[src/scd_pkg.sv]
package scd_pkg;

    // Payload phase codes
    localparam logic [1:0] PH_IDLE   = 2'd0;
    localparam logic [1:0] PH_VOLUME = 2'd1;
    localparam logic [1:0] PH_COLOUR = 2'd2;

    // Event codes on the result channel
    localparam logic [1:0] EV_MODE   = 2'd0;
    localparam logic [1:0] EV_VOLUME = 2'd1;
    localparam logic [1:0] EV_COLOUR = 2'd2;

    // Command and digit characters
    localparam logic [7:0] CH_JOYSTICK = 8'h6A; // 'j'
    localparam logic [7:0] CH_DPAD     = 8'h64; // 'd'
    localparam logic [7:0] CH_VOLUME   = 8'h56; // 'V'
    localparam logic [7:0] CH_COLOUR   = 8'h23; // '#'
    localparam logic [7:0] CH_ZERO     = 8'h30;
    localparam logic [7:0] CH_NINE     = 8'h39;
    localparam logic [7:0] CH_LA       = 8'h61;
    localparam logic [7:0] CH_LF       = 8'h66;
    localparam logic [7:0] CH_UA       = 8'h41;
    localparam logic [7:0] CH_UF       = 8'h46;

    localparam logic [7:0] DUTY_INVERT = 8'hFF;

    localparam logic [2:0] VOLUME_DIGITS = 3'd3;
    localparam logic [2:0] RED_END       = 3'd2;
    localparam logic [2:0] GREEN_END     = 3'd4;
    localparam logic [2:0] BLUE_END      = 3'd6;

    localparam logic [9:0] VOLUME_MAX = 10'd999;

    typedef struct packed {
        logic [1:0] phase;
        logic [2:0] digit_index;
        logic       field_ended;
        logic [9:0] number_acc;
        logic       mode;
        logic [9:0] volume;
        logic [7:0] red;
        logic [7:0] green;
        logic [7:0] blue;
    } state_t;

    typedef struct packed {
        logic       valid;
        logic [3:0] value;
    } digit_t;

    // Decimal digit, or hex digit in either case when hex is set
    function automatic digit_t digit_decode(logic [7:0] c, logic hex);
        digit_t d;
        d.valid = 1'b0;
        d.value = 4'd0;
        if (c >= CH_ZERO && c <= CH_NINE) begin
            d.valid = 1'b1;
            d.value = 4'(c - CH_ZERO);
        end else if (hex && c >= CH_LA && c <= CH_LF) begin
            d.valid = 1'b1;
            d.value = 4'(c - CH_LA) + 4'd10;
        end else if (hex && c >= CH_UA && c <= CH_UF) begin
            d.valid = 1'b1;
            d.value = 4'(c - CH_UA) + 4'd10;
        end
        return d;
    endfunction

endpackage

[src/serial_command_decoder.sv]
// Channel  Direction  Handshake        Payload
// s_       in         s_valid/s_ready  s_rx_byte (8 bit received byte)
// m_       out        m_valid/m_ready  m_event_kind, m_joystick_mode, m_volume_level,
//                                      m_red_duty, m_green_duty, m_blue_duty
//
// One byte per cycle sustained while no result is held. A byte is held in the input
// register, then the decode step updates the state and, where the byte completes a
// command, loads the result register, so each result passes both registers.
// aresetn (synchronous, active low) returns to idle, d-pad mode, all values zero.
// A held result stalls the decode step only; the input register still takes
// a byte while it is empty, and frees in the same cycle the result is taken.
module serial_command_decoder (
    input  logic       aclk,
    input  logic       aresetn,
    input  logic       s_valid,
    output logic       s_ready,
    input  logic [7:0] s_rx_byte,
    output logic       m_valid,
    input  logic       m_ready,
    output logic [1:0] m_event_kind,
    output logic       m_joystick_mode,
    output logic [9:0] m_volume_level,
    output logic [7:0] m_red_duty,
    output logic [7:0] m_green_duty,
    output logic [7:0] m_blue_duty
);

    // Input register
    logic       in_valid_reg;
    logic       in_valid_next;
    logic [7:0] rx_byte_reg;

    // Decoder state; also the payload of the result, since it cannot move
    // while a result is held
    scd_pkg::state_t state_reg;
    scd_pkg::state_t state_next;
    scd_pkg::state_t step_state;

    // Result register
    logic       m_valid_reg;
    logic       m_valid_next;
    logic [1:0] kind_reg;

    logic       step_emit;
    logic [1:0] step_kind;
    logic       step_en;

    // Decode step runs when a byte waits and the result slot is free
    assign step_en = in_valid_reg && (!m_valid_reg || m_ready);
    assign s_ready = !in_valid_reg || step_en;

    scd_step u_step (
        .state_cur  (state_reg),
        .rx_byte    (rx_byte_reg),
        .state_next (step_state),
        .emit       (step_emit),
        .event_kind (step_kind)
    );

    always_comb begin
        in_valid_next = in_valid_reg;
        if (s_valid && s_ready) begin
            in_valid_next = 1'b1;
        end else if (step_en) begin
            in_valid_next = 1'b0;
        end
    end

    assign state_next = step_en ? step_state : state_reg;

    always_comb begin
        m_valid_next = m_valid_reg;
        if (step_en) begin
            m_valid_next = step_emit;
        end else if (m_ready) begin
            m_valid_next = 1'b0;
        end
    end

    always_ff @(posedge aclk) begin
        if (!aresetn) begin
            in_valid_reg <= 1'b0;
            m_valid_reg  <= 1'b0;
            state_reg    <= '0;
        end else begin
            in_valid_reg <= in_valid_next;
            m_valid_reg  <= m_valid_next;
            state_reg    <= state_next;
        end
    end

    // Payload registers, no reset
    always_ff @(posedge aclk) begin
        if (s_valid && s_ready) begin
            rx_byte_reg <= s_rx_byte;
        end
        if (step_en && step_emit) begin
            kind_reg <= step_kind;
        end
    end

    assign m_valid         = m_valid_reg;
    assign m_event_kind    = kind_reg;
    assign m_joystick_mode = state_reg.mode;
    assign m_volume_level  = state_reg.volume;
    assign m_red_duty      = state_reg.red;
    assign m_green_duty    = state_reg.green;
    assign m_blue_duty     = state_reg.blue;

`ifndef SYNTHESIS
    // Idle never carries a partial payload count
    a_idle_index: assert property (@(posedge aclk) disable iff (!aresetn)
        state_reg.phase == scd_pkg::PH_IDLE |-> state_reg.digit_index == 3'd0)
        else $error("digit index not cleared in idle");

    // Volume payload is at most three bytes
    a_volume_index: assert property (@(posedge aclk) disable iff (!aresetn)
        state_reg.phase == scd_pkg::PH_VOLUME |-> state_reg.digit_index < 3'd3)
        else $error("volume payload overran");

    // Three decimal digits cannot exceed 999
    a_volume_range: assert property (@(posedge aclk) disable iff (!aresetn)
        m_valid |-> m_volume_level <= scd_pkg::VOLUME_MAX)
        else $error("volume out of range");

    // Every result returns the decoder to idle
    a_emit_idle: assert property (@(posedge aclk) disable iff (!aresetn)
        step_en && step_emit |=> state_reg.phase == scd_pkg::PH_IDLE)
        else $error("result left decoder mid-command");

    // State holds while a result is stalled
    a_stall_hold: assert property (@(posedge aclk) disable iff (!aresetn)
        m_valid && !m_ready |=> $stable(state_reg))
        else $error("state moved under a held result");
`endif

endmodule

[src/scd_step.sv]
module scd_step (
    input  scd_pkg::state_t state_cur,
    input  logic [7:0]      rx_byte,
    output scd_pkg::state_t state_next,
    output logic            emit,
    output logic [1:0]      event_kind
);

    scd_pkg::digit_t dig;
    logic            hex;
    logic [9:0]      acc_scaled;
    logic [9:0]      acc_upd;
    logic            ended_upd;
    logic [2:0]      idx_inc;

    assign hex = (state_cur.phase == scd_pkg::PH_COLOUR);
    assign dig = scd_pkg::digit_decode(rx_byte, hex);

    // x10 as x8 + x2, x16 as a shift; both wrap at 10 bits
    always_comb begin
        if (hex) begin
            acc_scaled = {state_cur.number_acc[5:0], 4'b0000};
        end else begin
            acc_scaled = {state_cur.number_acc[6:0], 3'b000}
                       + {state_cur.number_acc[8:0], 1'b0};
        end
    end

    assign ended_upd = state_cur.field_ended | ~dig.valid;
    assign acc_upd   = ended_upd ? state_cur.number_acc
                                 : acc_scaled + {6'd0, dig.value};
    assign idx_inc   = state_cur.digit_index + 3'd1;

    always_comb begin
        state_next = state_cur;
        emit       = 1'b0;
        event_kind = scd_pkg::EV_MODE;
        unique case (state_cur.phase)
            scd_pkg::PH_VOLUME: begin
                state_next.field_ended = ended_upd;
                state_next.number_acc  = acc_upd;
                state_next.digit_index = idx_inc;
                if (idx_inc >= scd_pkg::VOLUME_DIGITS) begin
                    state_next.volume      = acc_upd;
                    state_next.phase       = scd_pkg::PH_IDLE;
                    state_next.digit_index = 3'd0;
                    state_next.number_acc  = 10'd0;
                    state_next.field_ended = 1'b0;
                    emit                   = 1'b1;
                    event_kind             = scd_pkg::EV_VOLUME;
                end
            end
            scd_pkg::PH_COLOUR: begin
                state_next.field_ended = ended_upd;
                state_next.number_acc  = acc_upd;
                state_next.digit_index = idx_inc;
                if (idx_inc == scd_pkg::RED_END) begin
                    state_next.red         = acc_upd[7:0] ^ scd_pkg::DUTY_INVERT;
                    state_next.number_acc  = 10'd0;
                    state_next.field_ended = 1'b0;
                end else if (idx_inc == scd_pkg::GREEN_END) begin
                    state_next.green       = acc_upd[7:0] ^ scd_pkg::DUTY_INVERT;
                    state_next.number_acc  = 10'd0;
                    state_next.field_ended = 1'b0;
                end else if (idx_inc >= scd_pkg::BLUE_END) begin
                    state_next.blue        = acc_upd[7:0] ^ scd_pkg::DUTY_INVERT;
                    state_next.number_acc  = 10'd0;
                    state_next.field_ended = 1'b0;
                    state_next.phase       = scd_pkg::PH_IDLE;
                    state_next.digit_index = 3'd0;
                    emit                   = 1'b1;
                    event_kind             = scd_pkg::EV_COLOUR;
                end
            end
            default: begin
                // idle, and the spare phase code
                state_next.phase       = scd_pkg::PH_IDLE;
                state_next.digit_index = 3'd0;
                unique case (rx_byte)
                    scd_pkg::CH_JOYSTICK: begin
                        state_next.mode = 1'b1;
                        emit            = 1'b1;
                    end
                    scd_pkg::CH_DPAD: begin
                        state_next.mode = 1'b0;
                        emit            = 1'b1;
                    end
                    scd_pkg::CH_VOLUME: begin
                        state_next.phase       = scd_pkg::PH_VOLUME;
                        state_next.number_acc  = 10'd0;
                        state_next.field_ended = 1'b0;
                    end
                    scd_pkg::CH_COLOUR: begin
                        state_next.phase       = scd_pkg::PH_COLOUR;
                        state_next.number_acc  = 10'd0;
                        state_next.field_ended = 1'b0;
                    end
                    default: begin
                        // other bytes dropped
                    end
                endcase
            end
        endcase
    end

endmodule
[config.mk]
export PLATFORM = sky130hd
export DESIGN_NAME = serial_command_decoder
export DESIGN_NICKNAME = d
export VERILOG_FILES = /design/src/scd_pkg.sv /design/src/serial_command_decoder.sv /design/src/scd_step.sv
export SDC_FILE = /design/constraint.sdc
export NUM_CORES = 1
export LEC_CHECK = 0
export BUFFER_PORTS_ARGS = -buffer_cell sky130_fd_sc_hd__buf_2
export CAP_MARGIN = 30
export CELL_PAD_IN_SITES_DETAIL_PLACEMENT = 0
export CELL_PAD_IN_SITES_GLOBAL_PLACEMENT = 1
export CORE_AREA = 3 3 100 102
export CTS_BUF_LIST = sky130_fd_sc_hd__clkbuf_8
export DETAILED_ROUTE_END_ITERATION = 8
export DIE_AREA = 0 0 103 105
export PLACE_DENSITY = 0.75
export SYNTH_ARGS = -nofsm -noshare
export SYNTH_HDL_FRONTEND = slang
export SYNTH_SLANG_ARGS = --single-unit
[constraint.sdc]
create_clock -name aclk -period 7.6 [get_ports aclk]
set_input_delay 2.28 -clock aclk [delete_from_list [all_inputs] [get_ports aclk]]
set_output_delay 2.28 -clock aclk [all_outputs]
set_load 0.01 [all_outputs]
==> flow_metrics.env <==
export IMPL_mostFrequentLayoutCells="dfxtp_1, nand2_1, buf_2, nor2b_1, ha_1"
export IMPL_status="completed"
export IMPL_synth_adder_area_share_pct=7.62
export IMPL_drc_errors=0
export IMPL_synthSimpleGateAreaFrac_pct=19.8
export IMPL_tns_ns=0
export IMPL_cts_resized=0
export IMPL_finalClockSkew_ns=0.0104
export IMPL_nets=444
export IMPL_worstRegToRegCells=15
export IMPL_syn_area_mm2=0.00364
export IMPL_final_layout_size_suffix_gt1_share_pct=18.3
export IMPL_path_max_fanout=5
export IMPL_grt_pass1_wl_um=12400
export IMPL_ys_warn_count=0
export IMPL_ys_seq_area_share_pct=37.3
export IMPL_cp_required_ns=5.32
export IMPL_cp_start_kind="primary input"
export IMPL_syn_area_per_cell_um2=9.13
export IMPL_htree_levels=3
export IMPL_setup_viol=0
export IMPL_gr_total_overflow=0
export IMPL_ir_drop_mv=0.144
export IMPL_start_util_pct=39.6
export IMPL_antenna_found_initial=0
export IMPL_arrival_ns=2.90
export IMPL_dp_hpwl_um=5280
export IMPL_cts_root_buf="clkbuf_8"
export IMPL_grt_setup_unrepaired="false"
export IMPL_cts_inserted_buffers=9
export IMPL_core_area_mm2=0.00920
export IMPL_first_pass_iters=4
export IMPL_synth_edff_count=10
export IMPL_max_cap_viol_count=0
export IMPL_synth_top_family_by_area="simple AND/OR/NAND/NOR gates"
export IMPL_yosys_register_bits=63
export IMPL_fmax_ghz=0.193
export IMPL_maxSlewViolCount=0
export IMPL_io_buffers=50
export IMPL_tightest_slew_ns=0.897
export IMPL_die_h_um=105
export IMPL_cts_clk_slew_worst_paths_ns=0.07
export IMPL_largest_reg_flops=16
export IMPL_area_delta_synth_final_pct=8.75
export IMPL_period_share_pct=68.2
export IMPL_clk_latency_ns=0.34
export IMPL_synth_xor_area_share_pct=1.68
export IMPL_io_pins=51
export IMPL_grt_max_degree=58
export IMPL_postCtsHoldBufs=0
export IMPL_fillers=940
export IMPL_vias_per_cell=5.13
export IMPL_drt_wl_total_um=7260
export IMPL_wl_per_cell_um=13.8
export IMPL_cts_sinks=63
export IMPL_relSlewSlack_pct=39.6
export IMPL_dieArea_mm2=0.0108
export IMPL_dr_first_iter_drc_count=135
export IMPL_grt_use_total_pct=14.2
export IMPL_cp_end_kind="primary output"
export IMPL_period_needed_ns=5.18
export IMPL_post_cts_setup_buffer_count=0
export IMPL_fp_dieW_um=103
export IMPL_final_hold_viol_count=0
export IMPL_power_density_mw_per_mm2=184
export IMPL_final_common_cell="dfxtp_1"
export IMPL_ys_types=59
export IMPL_synth_cells=399
export IMPL_grt_pass1_vias=2612
export IMPL_hold_path_depth=2
export IMPL_vias=2705
export IMPL_leakage_nw=1.67
export IMPL_synth_compound_area_share_pct=18.5
export IMPL_rows=35
export IMPL_diodes=0
export IMPL_final_util_pct=43.1
export IMPL_synth_mux_area_share_pct=4.74
export IMPL_crit_type="in -> out"
export IMPL_syn_nets=432
export IMPL_synth_ff_type="dfxtp_1"
export IMPL_ys_async_sr_fraction_pct=0
export IMPL_cts_max_path_buffers=2
export IMPL_gp_congestion=0.780
export IMPL_cts_tree="done"
export IMPL_hp_class="reg -> reg"
export IMPL_ant_nets=0
==> power breakdown <==
group          total [W]  switching [W]  internal, W
clock           0.000357       0.000132     0.000226
sequential      0.000348     0.00000539     0.000343
combinational  0.0000235      0.0000135    0.0000100
==> cells by family (layout without fill, tap and decap cells) <==
family | count (synthesis) | after routing
fa+ha+maj | 21 | 21
buf+inv | 64 | 81
mux | 16 | 16
compound gates | 89 | 89
simple gates | 139 | 139
flops | 63 | 63
xor+xnor | 7 | 7
==> metrics by stage <==
step	worst slack, ns	hold slack, ns	cells	cell area (um2)	total power, W
5_1_grt	2.36	0.504	527	3960	0.000758
4_1_cts	2.42	0.474	527	3960	0.000738
3_5_place_dp	2.42	0.460	511	3720	0.000379
3_3_place_gp	2.48	0.458	511	3720	0.000379
6_report	2.42	0.470	527	3960	0.000729
2_1_floorplan	2.70	0.443	399	3640	0.000372
==> synth_stat cells, types with 3 or more instances <==
cell       n  area (um2)
and3_1     3        18.8
clkbuf_1  13        48.8
buf_4     34         255
xor2_1     4        35.0
xnor2_1    3        26.3
o21bai_1   3        22.5
a21oi_1   14        70.1
o32ai_1    3        26.3
nor4_1     4        25.0
o21ai_0   14        70.1
dfxtp_1   53        1060
nand2_1   52         195
ha_1      19         238
and2_1     6        37.5
a31oi_1    4        25.0
mux2i_1   15         150
nor3_1     4        20.0
inv_1     14        52.6
nand2b_1   5        31.3
nand3_1    7        35.0
o22ai_1    3        18.8
o21ai_1    6        30.0
nor2b_1   27         169
o211a_1   12         120
nand4_1    4        25.0
a21boi_0   4        30.0
edfxtp_1  10         300
nor2_1    17        63.8
a22oi_1    3        22.5
==> final timing paths <==
kind,from,endpoint,slack (ns)
worst max-delay path,m_ready,s_ready,2.42
worst min-delay path,m_green_duty[6]$_SDFFE_PN0P_,m_green_duty[6]$_SDFFE_PN0P_,0.47
worst max register to register,state_reg[49]$_SDFFE_PN0P_,state_reg[42]$_SDFFE_PN0P_,4.00
worst min register to register,m_green_duty[6]$_SDFFE_PN0P_,m_green_duty[6]$_SDFFE_PN0P_,0.47
==> routing by layer <==
| metal | share of wire [%] | vias up | track usage [%] |
|---|---|---|---|
| met3 | 4.4 | 9 | 4.27 |
| met2 | 44 | 36 | 21.1 |
| met4 | 1.5 | 0 | 5.00 |
| met1 | 50 | 1260 | 19.5 |
| met5 | 0 | - | 0 |
| li1 | - | 1400 | - |
==> critical path: stages <==
cell	delay, ns
buf_2	0.09
nor2b_1	0.27
nand2_1	0.11
buf_2	0.15
==> cell type report <==
cell class / count / area, um2 / share of cell area, %
sequential: 63 / 1360 / 34.3
clock buffer: 10 / 138 / 3.47
multi-input combinational: 272 / 1910 / 48.1
timing repair buffer: 51 / 258 / 6.50
clock inverter: 6 / 109 / 2.75
inverter: 14 / 52.6 / 1.33
tap: 111 / 139 / 3.50
No activity file was read; power rests on OpenSTA's default activity.
